File: src/rtl/core/tmfq_pkg.sv
// Shared types, widths and rounding helper for the TRS matrix composer.
// No dependencies; every module of the block refers to it by scoped names.
`timescale 1ns / 1ps

package tmfq_pkg;

  localparam int TRANS_W = 32;
  localparam int QUAT_W  = 16;
  localparam int SCALE_W = 24;
  localparam int PROD_W  = 2 * QUAT_W;
  localparam int TERM_W  = PROD_W + 1;
  localparam int MUL_W   = TERM_W + SCALE_W;
  localparam int RND_W   = MUL_W + 1;
  localparam int OUT_W   = 32;
  localparam int FRAC_SHIFT = 27;
  localparam int N_ENTRY = 9;
  localparam int IN_W    = 3 * TRANS_W + 4 * QUAT_W + 3 * SCALE_W;
  localparam int OUT_DW  = 12 * OUT_W;

  localparam logic signed [TERM_W-1:0] HALF_Q28   = TERM_W'(1) <<< FRAC_SHIFT;
  localparam logic signed [RND_W-1:0]  ROUND_BIAS = RND_W'(1) <<< (FRAC_SHIFT - 1);
  localparam logic signed [RND_W-1:0]  OUT_MAX    = RND_W'(32'h7fff_ffff);
  localparam logic signed [RND_W-1:0]  OUT_MIN    = -(RND_W'(1) <<< (OUT_W - 1));

  typedef logic signed [TRANS_W-1:0] trans_t;
  typedef logic signed [QUAT_W-1:0]  quat_t;
  typedef logic signed [SCALE_W-1:0] scale_t;
  typedef logic signed [PROD_W-1:0]  prod_t;
  typedef logic signed [TERM_W-1:0]  term_t;
  typedef logic signed [MUL_W-1:0]   mul_t;
  typedef logic signed [OUT_W-1:0]   entry_t;

  typedef struct {
    trans_t trans [3];
    quat_t  qx;
    quat_t  qy;
    quat_t  qz;
    quat_t  qw;
    scale_t scale [3];
  } item_t;

  typedef struct {
    trans_t trans [3];
    scale_t scale [3];
    prod_t  xx;
    prod_t  xy;
    prod_t  xz;
    prod_t  xw;
    prod_t  yy;
    prod_t  yz;
    prod_t  yw;
    prod_t  zz;
    prod_t  zw;
  } prods_t;

  // entry index is 3 * row + column
  typedef struct {
    trans_t trans [3];
    scale_t scale [3];
    term_t  term [N_ENTRY];
  } terms_t;

  typedef struct {
    trans_t trans [3];
    mul_t   mul [N_ENTRY];
  } muls_t;

  typedef struct {
    trans_t trans [3];
    entry_t entry [N_ENTRY];
  } result_t;

  // round half up to Q16.16 and saturate to the signed 32-bit range
  function automatic entry_t round_sat(input mul_t p);
    logic signed [RND_W-1:0] r;
    logic signed [RND_W-1:0] sh;
    r  = RND_W'(p) + ROUND_BIAS;
    sh = r >>> FRAC_SHIFT;
    if (sh > OUT_MAX) begin
      return entry_t'(OUT_MAX);
    end else if (sh < OUT_MIN) begin
      return entry_t'(OUT_MIN);
    end else begin
      return sh[OUT_W-1:0];
    end
  endfunction

endpackage

File: src/rtl/core/tmfq_round.sv
// Stage 4: round to Q16.16 and saturate; this register is the output register.
// Depends on tmfq_pkg.
`timescale 1ns / 1ps

module tmfq_round (
  input  logic                clk,
  input  logic                rst,
  input  logic                en,
  input  logic                in_valid,
  input  tmfq_pkg::muls_t     in_muls,
  output logic                out_valid,
  output tmfq_pkg::result_t   out_result
);

  tmfq_pkg::result_t result_next;

  always_comb begin
    result_next.trans = in_muls.trans;
    for (int k = 0; k < tmfq_pkg::N_ENTRY; k++) begin
      result_next.entry[k] = tmfq_pkg::round_sat(in_muls.mul[k]);
    end
  end

  always_ff @(posedge clk) begin
    if (rst) begin
      out_valid <= 1'b0;
    end else if (en) begin
      out_valid <= in_valid;
    end
  end

  always_ff @(posedge clk) begin
    if (en) begin
      out_result <= result_next;
    end
  end

endmodule

File: config.mk
export PLATFORM = sky130hd
export DESIGN_NAME = tmfq_round
export DESIGN_NICKNAME = d
export VERILOG_FILES = /design/src/rtl/core/tmfq_pkg.sv /design/src/rtl/core/tmfq_round.sv
export SDC_FILE = /design/constraint.sdc
export NUM_CORES = 1
export LEC_CHECK = 0
export BUFFER_PORTS_ARGS = -buffer_cell sky130_fd_sc_hd__buf_4
export CAP_MARGIN = 20
export CORE_AREA = 10 10 383 385
export CTS_BUF_LIST = sky130_fd_sc_hd__clkbuf_2 sky130_fd_sc_hd__clkbuf_4 sky130_fd_sc_hd__clkbuf_8
export DETAILED_ROUTE_END_ITERATION = 7
export DIE_AREA = 0 0 393 395
export PLACE_DENSITY = 0.39
export SYNTH_ARGS = -nofsm -noshare
export SYNTH_HDL_FRONTEND = slang
export SYNTH_SLANG_ARGS = --single-unit
File: constraint.sdc
create_clock -name clk -period 3.5 [get_ports clk]
set_input_delay 0.7 -clock clk [delete_from_list [all_inputs] [get_ports clk]]
set_output_delay 0.7 -clock clk [all_outputs]
set_load 0.1 [all_outputs]
Word level (Yosys, flattened, before mapping)
Cells that the tools add are included.
W data, S select, Z words.

word-level totals
  latch bits = 0
  memories kept = 0
  bits of input ports = 613
  RAM bits = 0
  register bits = 385
  bits in read-only memories = 0
  output and inout bits = 385

cells by class
  shifts and indexed selects = 0
  div/mod/pow operators = 0
  reductions and logical operators = 0
  equal/unequal tests = 0
  add/sub/neg operators = 9
  multiply operators = 0
  bitwise logic cells = 0
  multiplexer cells = 9
  magnitude comparators = 18

operator list
  cell                      count
  $add A57 B28 Y58 const B  9
  $gt A31 B32 Y1 const B    9
  $lt A31 B32 Y1 const B    9
  $mux W32                  9

Longest topological paths before layout
  word-level depth = 3
  gate-level depth with buffers = 6
  depth with buffers taken out = 5

Least setup slack after synthesis
Ideal clock, no wire load.

  kind = input-to-reg
  start point = input in_muls[197] (netlist name)
  end point = register out_result[121] (netlist name) (data pin)
  required time = 3242 ps
  stages = 6
  setup slack = 1514 ps
  arrival time = 1728 ps
  library setup time = 258 ps
  cells stage by stage = ha_1 -> nand3_1 -> nor3_1 -> clkbuf_1 -> nand4_1 -> xnor2_1

between the ends
  longest elaborated chain between the ends = 3
  elaborated cells on any way between the ends = 4
  those cells by class = add/sub: 1; order compare: 2; mux: 1

RTL lines
  what                    line              source
  start: declaration      tmfq_round.sv:10  input tmfq_pkg::muls_t in_muls,
  $add A57 B28 Y58 *      tmfq_pkg.sv:77    r = RND_W'(p) + ROUND_BIAS;
  $lt A31 B32 Y1          tmfq_pkg.sv:81    end else if (sh < OUT_MIN) begin
  $mux W32                tmfq_pkg.sv:81
  end signal: assignment  tmfq_round.sv:34  out_result <= result_next;
  end: declaration        tmfq_round.sv:12  output tmfq_pkg::result_t out_result

Mark *: on every way between the ends. The rest lies on a longest branch, timed or not.
A chain may end at the register's enable or synchronous reset.

Worst setup path in the final report
  start point = register out_valid
  end point = output out_valid

RTL lines
  what                      line              source
  start: declaration        tmfq_round.sv:11  output logic out_valid,
  start signal: assignment  tmfq_round.sv:28  out_valid <= in_valid;

No word-level cell between the ends.

==> summary.md <==
| Metric | Value |
|---|---|
| Initial antenna violation count | 16 |
| Status | finished clean |
| Worst-Margin Slew | 0.811 ns |
| Root Buffer | clkbuf_8 |
| Mapped Cells | 1178 |
| Final-report hold violation count | 0 |
| Finished Layout Cells | 3959 |
| Hold endpoint | out_result[322] |
| Num Clock Sinks | 385 |
| Ys async rst share | 0 |
| Worst Setup Start Kind | register |
| Post-synthesis sequential area ratio | 0.684 |
| Leak Pwr | 10.4 nW |
| Ys flop type | edfxtp_1 |
| EDFF count, synth | 384 |
| Core ar. | 139000 um2 |
| CP required | 2.80 ns |
| DRT iter0 DRCs | 573 |
| Overflow after GRT | 0 |
| Initial Utilization | 0.122 |
| CTS tree | built |
| Hold Crit Depth | 1 |
| Syn_nets | 1800 |
| Total die area | 155000 um2 |
| Skew-Pair Late Insertion Delay | 0.76 ns |
| Setup repair after global routing missed its margin | false |
| Via Count | 13400 |
| Routed WL per cell | 19.8 um |
| DR vias/cell | 3.38 |
| DPL Wire Length | 63800 um |
| Final min period | 2.24 ns |
| HP Class | primary input to register |
| PD cells | 542 nW/um2 |
| IO buf count | 763 |
| Worst Skew | 0 ns |
| Placed cells | 3753 |
| Total Nets Final | 2703 |
| Post-synth cell types | 37 |
| Reg-to-Reg Start | out_valid |
| Worst-path maximum fanout | 2 |
| Final setup fails | 0 |
| Io pins | 998 |
| Synthesized area | 16900 um2 |
| Worst-path clk slew | 0.06 ns |
| Buffers & Inverters on Critical Path | 1 |
| Worst path slowest cell | dfxtp_1 |
| Total power | 0.0147 W |
| Die Wd | 393 um |
| Crit. End Element | output port |
| Hold path startpoint | in_muls[547] |
| Final worst slack | 1.26 ns |
| Setup WS pre-CTS | 0.765 ns |
| Wirelength, routed | 78200 um |
| CP Cell Sequence | buf_4 |
| GRT Util Overall | 0.0960 |
| Register-to-Register Path Depth | 2 |
| Number of routed nets with antenna violations | 0 |
| DRC | 0 |
| F_max | 446 MHz |
| Max incr delay on CP | 0.44 ns |
| Register bit total from synthesis | 385 |
| Crit-path leading delay family | flip-flops |
| Syn_area_per_cell | 14.3 um2 |
| Ys Warns | 0 |
| CP arrival | 1.54 ns |
| First-pass GRT wire length | 107000 um |
| Die Height | 395 um |
| Post-route cell area | 27200 um2 |
| Final Slew Violations | 0 |
| RePlAce Congestion | 0.786 |
| Row count | 137 |
| Reported max-cap violation count | 0 |
| WS Path Type | register to output port |
| Post-route setup TNS | 0 ns |
| Relative slew slack | 0.457 |
| Maximum vdd drop | 0.350 mV |
| Area Overhead vs Synth | 60.9% |
| Largest net degree at the start of global routing | 64 |
| Maximum clock path buffer count | 3 |
| Reg-to-reg slack, setup | 2.79 ns |
| Vias in the first global route | 14500 |
| Layout cell share with drive strength beyond 1 | 0.439 |
| Post-route clock period utilization | 0.641 |
| Worst R2R End | out_valid |
| Placed cell area | 25100 um2 |
| DR pass1 iterations | 5 |
| CTS H-tree depth | 3 |
| Total CTS buffers | 81 |
worst max-delay path by stage:
stage,startpoint,cells after the start,slack (ns),endpoint
2_1_floorplan,in_muls[197],6,1.51,out_result[121]
3_3_place_gp,in_muls[311],6,0.80,out_result[179]
3_5_place_dp,in_muls[311],6,0.76,out_result[179]
4_1_cts,out_valid,1,1.05,out_valid
5_1_grt,out_valid,1,1.08,out_valid
6_report,out_valid,1,1.26,out_valid
worst reg2reg max path, cell delays in order, from the launching register on:
cell and delay, ns:
dfxtp_1 0.44, mux2i_1 0.10, nor2_1 0.10
cell usage after synthesis, types with 2 or more instances:
cell type,count,share of area
nor2_1,40,0.0089
clkbuf_1,17,0.0038
nor3_1,22,0.0065
nor4_2,3,0.0022
ha_1,9,0.0067
o41a_1,2,0.0013
nand4_1,98,0.036
buf_6,2,0.0013
nor4_1,23,0.0085
nor3_2,4,0.0024
buf_2,9,0.0027
edfxtp_1,384,0.68
nor4_4,3,0.0038
and3_1,34,0.013
nand3_1,103,0.031
nand2_1,75,0.017
xnor2_1,184,0.095
xor2_1,77,0.040
and2_0,2,0.00074
o21a_1,12,0.0053
or3_1,2,0.00074
and4_1,25,0.013
nor2b_1,4,0.0015
a31oi_1,2,0.00074
and2_1,12,0.0044
inv_1,19,0.0042
state kept, by name, indices dropped and copies added (netlist names):
| register | cells |
|---|---|
| out_result | 384 |
| out_valid | 1 |
power breakdown:
group	internal, W	total, W	switching (W)
clock network	0.00254	0.00483	0.00229
registers	0.00550	0.00562	0.000119
logic	0.000913	0.00430	0.00338
kinds of logic (layout without fill, tap and decap cells):
group           count (synthesis)  after routing  share of synthesized area
buf+inv                        49           1015                     0.0127
mux                             1              1                   0.000593
other cells                     0              8                          0
simple gates                  457            457                      0.154
compound gates                 16             16                    0.00741
flops                         385            385                      0.684
xor+xnor                      261            261                      0.135
fa+ha+maj                       9              9                    0.00667
final cells by class:
| type | instances | area [um2] |
|---|---|---|
| multi-input cells | 744 | 5150 |
| well taps | 1807 | 2260 |
| flip-flops and latches | 385 | 11600 |
| fillers | 15200 | 112000 |
| clock inverters | 39 | 256 |
| diodes | 8 | 20.0 |
| clock buffers | 107 | 1310 |
| repair buffers | 850 | 6570 |
| inverters | 19 | 71.3 |
routing by layer:
layer  wire [um]  track usage  part of all wire
met2       36400        0.157              0.46
met3       12000       0.0672              0.15
met4        2430       0.0349             0.031
met1       27300       0.0951              0.35
met5         124            0            0.0016
metrics by stage:
stage	hold slack [ns]	util
after floorplan	0.772	-
after global placement	0.643	0.181
after detailed placement	0.637	0.181
after CTS	0.000135	0.196
after global routing	0.00734	0.196
final	0.146	0.196
what timing repair did:
item                      4_1_cts  5_1_grt
resized for setup               0        0
hold endpoints to repair       52        0
setup buffers                   0        0
hold buffers                   52        0
layout by cell type, fill, tap and decap left out, drive strengths merged, types with 2 or more instances in the layout:
master,count
buf,798
xnor2,184
nor4,29
and2,14
o41a,2
xor2,77
nand4,99
and4,26
or3,2
dlygate4sd3,52
inv,23
diode,8
and3,34
nor3,26
nand3,104
nor2,40
nand2,75
ha,9
nor4b,2
clkinv,33
a31oi,2
nor2b,4
edfxtp,384
o21a,12
clkbuf,107
Note: power is estimated with default switching activity, not from simulation.
