<file path="src/rtl/core/tmfq_pkg.sv">
// Shared types, widths and rounding helper for the TRS matrix composer.
// No dependencies; every module of the block refers to it by scoped names.
`timescale 1ns / 1ps

package tmfq_pkg;

  localparam int TRANS_W = 32;
  localparam int QUAT_W  = 16;
  localparam int SCALE_W = 24;
  localparam int PROD_W  = 2 * QUAT_W;
  localparam int TERM_W  = PROD_W + 1;
  localparam int MUL_W   = TERM_W + SCALE_W;
  localparam int RND_W   = MUL_W + 1;
  localparam int OUT_W   = 32;
  localparam int FRAC_SHIFT = 27;
  localparam int N_ENTRY = 9;
  localparam int IN_W    = 3 * TRANS_W + 4 * QUAT_W + 3 * SCALE_W;
  localparam int OUT_DW  = 12 * OUT_W;

  localparam logic signed [TERM_W-1:0] HALF_Q28   = TERM_W'(1) <<< FRAC_SHIFT;
  localparam logic signed [RND_W-1:0]  ROUND_BIAS = RND_W'(1) <<< (FRAC_SHIFT - 1);
  localparam logic signed [RND_W-1:0]  OUT_MAX    = RND_W'(32'h7fff_ffff);
  localparam logic signed [RND_W-1:0]  OUT_MIN    = -(RND_W'(1) <<< (OUT_W - 1));

  typedef logic signed [TRANS_W-1:0] trans_t;
  typedef logic signed [QUAT_W-1:0]  quat_t;
  typedef logic signed [SCALE_W-1:0] scale_t;
  typedef logic signed [PROD_W-1:0]  prod_t;
  typedef logic signed [TERM_W-1:0]  term_t;
  typedef logic signed [MUL_W-1:0]   mul_t;
  typedef logic signed [OUT_W-1:0]   entry_t;

  typedef struct {
    trans_t trans [3];
    quat_t  qx;
    quat_t  qy;
    quat_t  qz;
    quat_t  qw;
    scale_t scale [3];
  } item_t;

  typedef struct {
    trans_t trans [3];
    scale_t scale [3];
    prod_t  xx;
    prod_t  xy;
    prod_t  xz;
    prod_t  xw;
    prod_t  yy;
    prod_t  yz;
    prod_t  yw;
    prod_t  zz;
    prod_t  zw;
  } prods_t;

  // entry index is 3 * row + column
  typedef struct {
    trans_t trans [3];
    scale_t scale [3];
    term_t  term [N_ENTRY];
  } terms_t;

  typedef struct {
    trans_t trans [3];
    mul_t   mul [N_ENTRY];
  } muls_t;

  typedef struct {
    trans_t trans [3];
    entry_t entry [N_ENTRY];
  } result_t;

  // round half up to Q16.16 and saturate to the signed 32-bit range
  function automatic entry_t round_sat(input mul_t p);
    logic signed [RND_W-1:0] r;
    logic signed [RND_W-1:0] sh;
    r  = RND_W'(p) + ROUND_BIAS;
    sh = r >>> FRAC_SHIFT;
    if (sh > OUT_MAX) begin
      return entry_t'(OUT_MAX);
    end else if (sh < OUT_MIN) begin
      return entry_t'(OUT_MIN);
    end else begin
      return sh[OUT_W-1:0];
    end
  endfunction

endpackage

</file>
<file path="src/rtl/core/tmfq_sum.sv">
// Stage 2: the nine bracketed rotation terms in Q.28, registered.
// Depends on tmfq_pkg.
`timescale 1ns / 1ps

module tmfq_sum (
  input  logic                clk,
  input  logic                rst,
  input  logic                en,
  input  logic                in_valid,
  input  tmfq_pkg::prods_t    in_prods,
  output logic                out_valid,
  output tmfq_pkg::terms_t    out_terms
);

  tmfq_pkg::terms_t terms_next;
  tmfq_pkg::term_t  xx, xy, xz, xw, yy, yz, yw, zz, zw;

  always_comb begin
    xx = tmfq_pkg::TERM_W'(in_prods.xx);
    xy = tmfq_pkg::TERM_W'(in_prods.xy);
    xz = tmfq_pkg::TERM_W'(in_prods.xz);
    xw = tmfq_pkg::TERM_W'(in_prods.xw);
    yy = tmfq_pkg::TERM_W'(in_prods.yy);
    yz = tmfq_pkg::TERM_W'(in_prods.yz);
    yw = tmfq_pkg::TERM_W'(in_prods.yw);
    zz = tmfq_pkg::TERM_W'(in_prods.zz);
    zw = tmfq_pkg::TERM_W'(in_prods.zw);
    terms_next.trans   = in_prods.trans;
    terms_next.scale   = in_prods.scale;
    terms_next.term[0] = tmfq_pkg::HALF_Q28 - yy - zz;
    terms_next.term[1] = xy - zw;
    terms_next.term[2] = xz + yw;
    terms_next.term[3] = xy + zw;
    terms_next.term[4] = tmfq_pkg::HALF_Q28 - xx - zz;
    terms_next.term[5] = yz - xw;
    terms_next.term[6] = xz - yw;
    terms_next.term[7] = yz + xw;
    terms_next.term[8] = tmfq_pkg::HALF_Q28 - xx - yy;
  end

  always_ff @(posedge clk) begin
    if (rst) begin
      out_valid <= 1'b0;
    end else if (en) begin
      out_valid <= in_valid;
    end
  end

  always_ff @(posedge clk) begin
    if (en) begin
      out_terms <= terms_next;
    end
  end

endmodule

</file>
<file path="config.mk">
export PLATFORM = sky130hd
export DESIGN_NAME = tmfq_sum
export DESIGN_NICKNAME = d
export VERILOG_FILES = /design/src/rtl/core/tmfq_pkg.sv /design/src/rtl/core/tmfq_sum.sv
export SDC_FILE = /design/constraint.sdc
export NUM_CORES = 1
export LEC_CHECK = 0
export ABC_AREA = 1
export BUFFER_PORTS_ARGS = -buffer_cell sky130_fd_sc_hd__buf_4
export CORE_AREA = 4 4 363 365
export CTS_BUF_LIST = sky130_fd_sc_hd__clkbuf_16
export DETAILED_ROUTE_END_ITERATION = 16
export DIE_AREA = 0 0 367 369
export HOLD_SLACK_MARGIN = 0.02
export PLACE_DENSITY = 0.57
export SKIP_LAST_GASP = 1
export SYNTH_ARGS = -nofsm -noshare
export SYNTH_HDL_FRONTEND = slang
export SYNTH_SLANG_ARGS = --single-unit
</file>
<file path="constraint.sdc">
create_clock -name clk -period 3.55 [get_ports clk]
set_clock_uncertainty 0.05 [all_clocks]
set_input_delay 0.1775 -clock clk [delete_from_list [all_inputs] [get_ports clk]]
set_output_delay 0.1775 -clock clk [all_outputs]
set_load 0.02 [all_outputs]
</file>
== After elaboration in Yosys (flattened, before gate mapping) ==
Cells that the tools add are included.
Storage, ports and cells
  logic and storage cells: 27
  output and inout bits: 466
  bits of input ports: 460
  flip-flop bits (word level): 466
Cells by class
  add/subtract/negate cells: 11
Operator list (count)
  adder 32 x 32 -> 33 bit: 3
  subtractor 32 x 32 -> 33 bit: 3
  subtractor 33 x 32 -> 33 bit: 3
  subtractor 29 x 32 -> 33 bit, first input constant: 2

== Logic depth before layout (Yosys ltp) ==
  depth after elaboration: 2
  mapped depth: 22
  mapped depth without buffers: 22

== Worst setup path before layout ==
Ideal clock, no wire load.
  kind: input port to flip-flop
  start point: input in_prods[256] in the netlist's numbering
  end point: register out_terms[27] in the netlist's numbering, data pin
  library setup time: 252 ps
  slack: 929 ps
  data arrival time: 2318 ps
  stages on the path: 16
  data required time: 3248 ps
  cells stage by stage: inv_1 ha_1 nand3_2 nor3_1 nand2_1 xor2_1 inv_1 ha_1 a21oi_1 nand2_1 a21oi_1 nor2_1 nor2_1 nand2_1 nand2_1 nand2_1
RTL lines
  start, declared: line tmfq_sum.sv:10  | input tmfq_pkg::prods_t in_prods,
  end signal, assigned: line tmfq_sum.sv:51  | out_terms <= terms_next;
  end, declared: line tmfq_sum.sv:12  | output tmfq_pkg::terms_t out_terms

==> parameters.txt <==
Parameter                              Value

Status
  Run status    finished clean

Synth
  Number of flops mapped to enable cells by yosys    462
  Biggest area contributors in the synthesized netlist    edfxtp_1 (38%), nand2_1 (18%), ha_1 (11%)
  Count of unique library cells instantiated by Yosys    47
  Number of instances in the synthesized netlist    5,005
  Yosys warning count    0
  Proportion of synthesized chip area in sequential cells    37.9%
  Area share of the leading cell type in the synthesized netlist    37.9%
  Cell taking the most area after synthesis    edfxtp_1
  Main flop type after synthesis    edfxtp_1
  Synthesized area per cell    7.32 um^2
  Total standard cell area after synthesis    0.0366 mm^2
  Count of state elements after synthesis    463
  Net Count, Synth    5,794
  Share of flip-flops with an asynchronous set or reset    0%

Worst setup path
  Cell-by-cell trace of the critical path    buf_4, inv_1, ha_1, nand3_2, inv_1, nand2_2, nor2_4, nand3_1, xor2_1, inv_1, ha_1, a21oi_1, o21ai_0, buf_4, nand2_1, nand2_1, a21oi_1, nand2_1, nand2_1, nand2_1
  Cell repeated most along the worst path    nand2_1
  Type of destination of the critical path    register
  R2R Setup Slk    2.35 ns
  Worst endpoint data arrival time    3.10 ns
  Last element of the critical path    out_terms[161]
  Kind of launch point of the worst setup path    input pin
  Slowest stage cell, crit path    ha_1
  Number of cells on the worst reg-to-reg path    3
  Critical path required time    3.92 ns
  Reg-to-reg critical path startpoint    out_valid
  Type of the worst setup path    input pin to register
  Endpoint of the lowest-slack register-to-register path    out_valid
  Maximum net fanout on the critical path    5
  Worst stage delay on the critical path    0.40 ns
  Crit. Startpoint    in_prods[256]

Clocking
  TritonCTS clock tree    yes
  Later-pin clock latency in the skew report    0.63 ns
  Clock transition time at the flip-flop clock pins of the worst setup and hold paths    0.06 ns
  Htree depth    2
  Clock tree sinks    463
  Clock buffers created by TritonCTS    55
  Post-CTS setup buffer count    0
  Buffer type at the clock tree root    clkbuf_16
  Maximum clock insertion buffer count    3
  CTS Hold Bufs    193
  Number of instances resized during post-cts repair    0

Detailed routing
  Vias per inst    4.62
  Violation count after the first detailed-route iteration    2,768
  Number of vias after detailed routing    36.3k
  Remaining antenna violation count    0
  First-pass detailed-route iteration total    6
  Detailed Route WL    170 mm
  Detailed-route wire length per cell    21.7 um
  Number of remaining DRC errors    0

Place
  Post-detailed-placement half-perimeter wirelength    146 mm
  Cell count after placement    7,550
  Weighted congestion at the end of routability-driven global placement    1.01
  Port buffer count    925
  Post-placement cell area    0.0453 mm^2

Floorplan
  Initial core utilization    28.4%
  Core Region    0.129 mm^2
  Vertical die dimension    369 um
  I/O pin count    926
  Total Die Area    0.135 mm^2
  Die X    367 um
  Number of rows in the core area    132

Timing
  Final max-slew violation count    0
  Transition time of the tightest slew-check pin    0.830 ns
  Min Tclk post-route    2.73 ns
  Fmax    0.367 GHz
  Slew headroom    44.6%
  Hold Fails Final Rpt    0
  Final TNS setup    0 ns
  Count of final setup violators    0
  Setup repair after global routing missed its margin    false
  Hold slack    0.0821 ns
  Final critical-path share of the clock period    76.9%

Power
  Power density normalized to cell area    414 mW/mm^2
  Static leakage    0.0258 uW
  IR drop worst, VDD    0.375 mV

Global routing
  Vias in the first global route    35.5k
  Largest net degree at the start of global routing    83
  Number of antenna violations at the first check in global routing    16
  Sum of overflow across all layers after global routing    0
  Global-route usage over all layers    24.0%
  Global-route wire length before repair    241 mm

Final layout
  Most frequent cells in the layout    nand2_1 (1,715), inv_1 (979), buf_4 (945)
  Syn-to-layout area delta    34.0%
  Nets@finish    6,914
  Design Area, Final    0.0491 mm^2
  Utilization of the core after routing    38.1%
  Share of layout cells above drive strength 1    18.8%
  Most common cell after layout, fill and taps aside    nand2_1
  Final Non-Filler Cells    7,853

Run
  MaxCap Viol Count    0

Worst hold path
  Classification of the worst-slack hold path    input pin to register
## cell type report
type / instances / area, um^2
flip-flops and latches: 463 / 13900
inverters: 987 / 3700
well taps: 1675 / 2100
fillers: 13600 / 79700
diodes: 7 / 17.5
multi-input cells: 3474 / 18400
clock buffers: 55 / 1380
clock inverters: 48 / 408
repair buffers: 1144 / 9140
## cell usage after synthesis, types with 2 or more instances
cell,instances
a21o_1,7
a21oi_1,236
a21oi_2,7
a31oi_1,2
and3_1,8
buf_2,29
buf_4,32
buf_6,15
clkbuf_2,4
edfxtp_1,462
fa_1,9
ha_1,320
inv_1,969
inv_2,18
nand2_1,1715
nand2_2,16
nand2_4,3
nand3_1,211
nand3_2,12
nand3b_1,12
nand4_1,20
nor2_1,438
nor2_2,30
nor2_4,9
nor3_1,54
nor3_2,11
nor3b_1,2
nor3b_2,4
o21a_1,9
o21ai_0,95
o21ai_1,23
o21ai_2,6
o21bai_1,38
or2_2,8
xnor2_1,24
xor2_1,136
## state kept, by name, indices dropped and copies added (netlist names)
name / count
out_terms: 462
out_valid: 1
## worst min-delay path by stage
stage | start | to | depth (start not counted)
after floorplan | rst | out_valid | 1
after global placement | rst | out_valid | 2
after detailed placement | rst | out_valid | 2
after CTS | in_prods[97] | out_terms[100] | 4
after global routing | in_prods[63] | out_terms[164] | 6
final | in_prods[63] | out_terms[164] | 5
## per-layer routing
layer | global-route usage, % | up-vias | routed length, um
li1 | - | 17800 | -
met5 | 0 | - | 41
met1 | 29.9 | 17000 | 71700
met2 | 41.7 | 1218 | 81400
met3 | 3.82 | 207 | 9620
met4 | 9.18 | 6 | 7220
## critical path: cells and delay by family
kind / cells / cell delay (ns)
buffers and inverters: 5 / 0.65
and+or+nand+nor: 9 / 0.89
adders and majority gates: 2 / 0.63
AOI/OAI and AO/OA: 3 / 0.61
xor gates and xnor gates: 1 / 0.15
## metrics by stage
step                setup slack (ns)  total power (uW)
floorplan                      0.929             11100
global placement               0.272             14600
CTS                            0.919             20600
finish                         0.822             20300
global route                   0.573             21400
detailed placement             0.173             14500
## cells by family (layout without fill, tap and decap cells)
logic type,count (synthesis),in the layout,synth area share (%)
multiplexers,1,1,0.0273
buffers and inverters,1068,2234,11.7
AO/OA/AOI/OAI,426,426,6.39
other,0,7,0
XOR/XNOR,160,160,3.83
flip-flops,463,463,37.9
adder cells (fa/ha/maj),329,329,11.4
AND/OR/NAND/NOR,2558,2558,28.7
## report_power, final
group	internal [uW]	total, uW	switching [uW]
logic	2580	7350	4770
clock network	3140	5680	2530
registers	6960	7300	347
total	12700	20300	7660
Power figures use the tool's default switching activity.
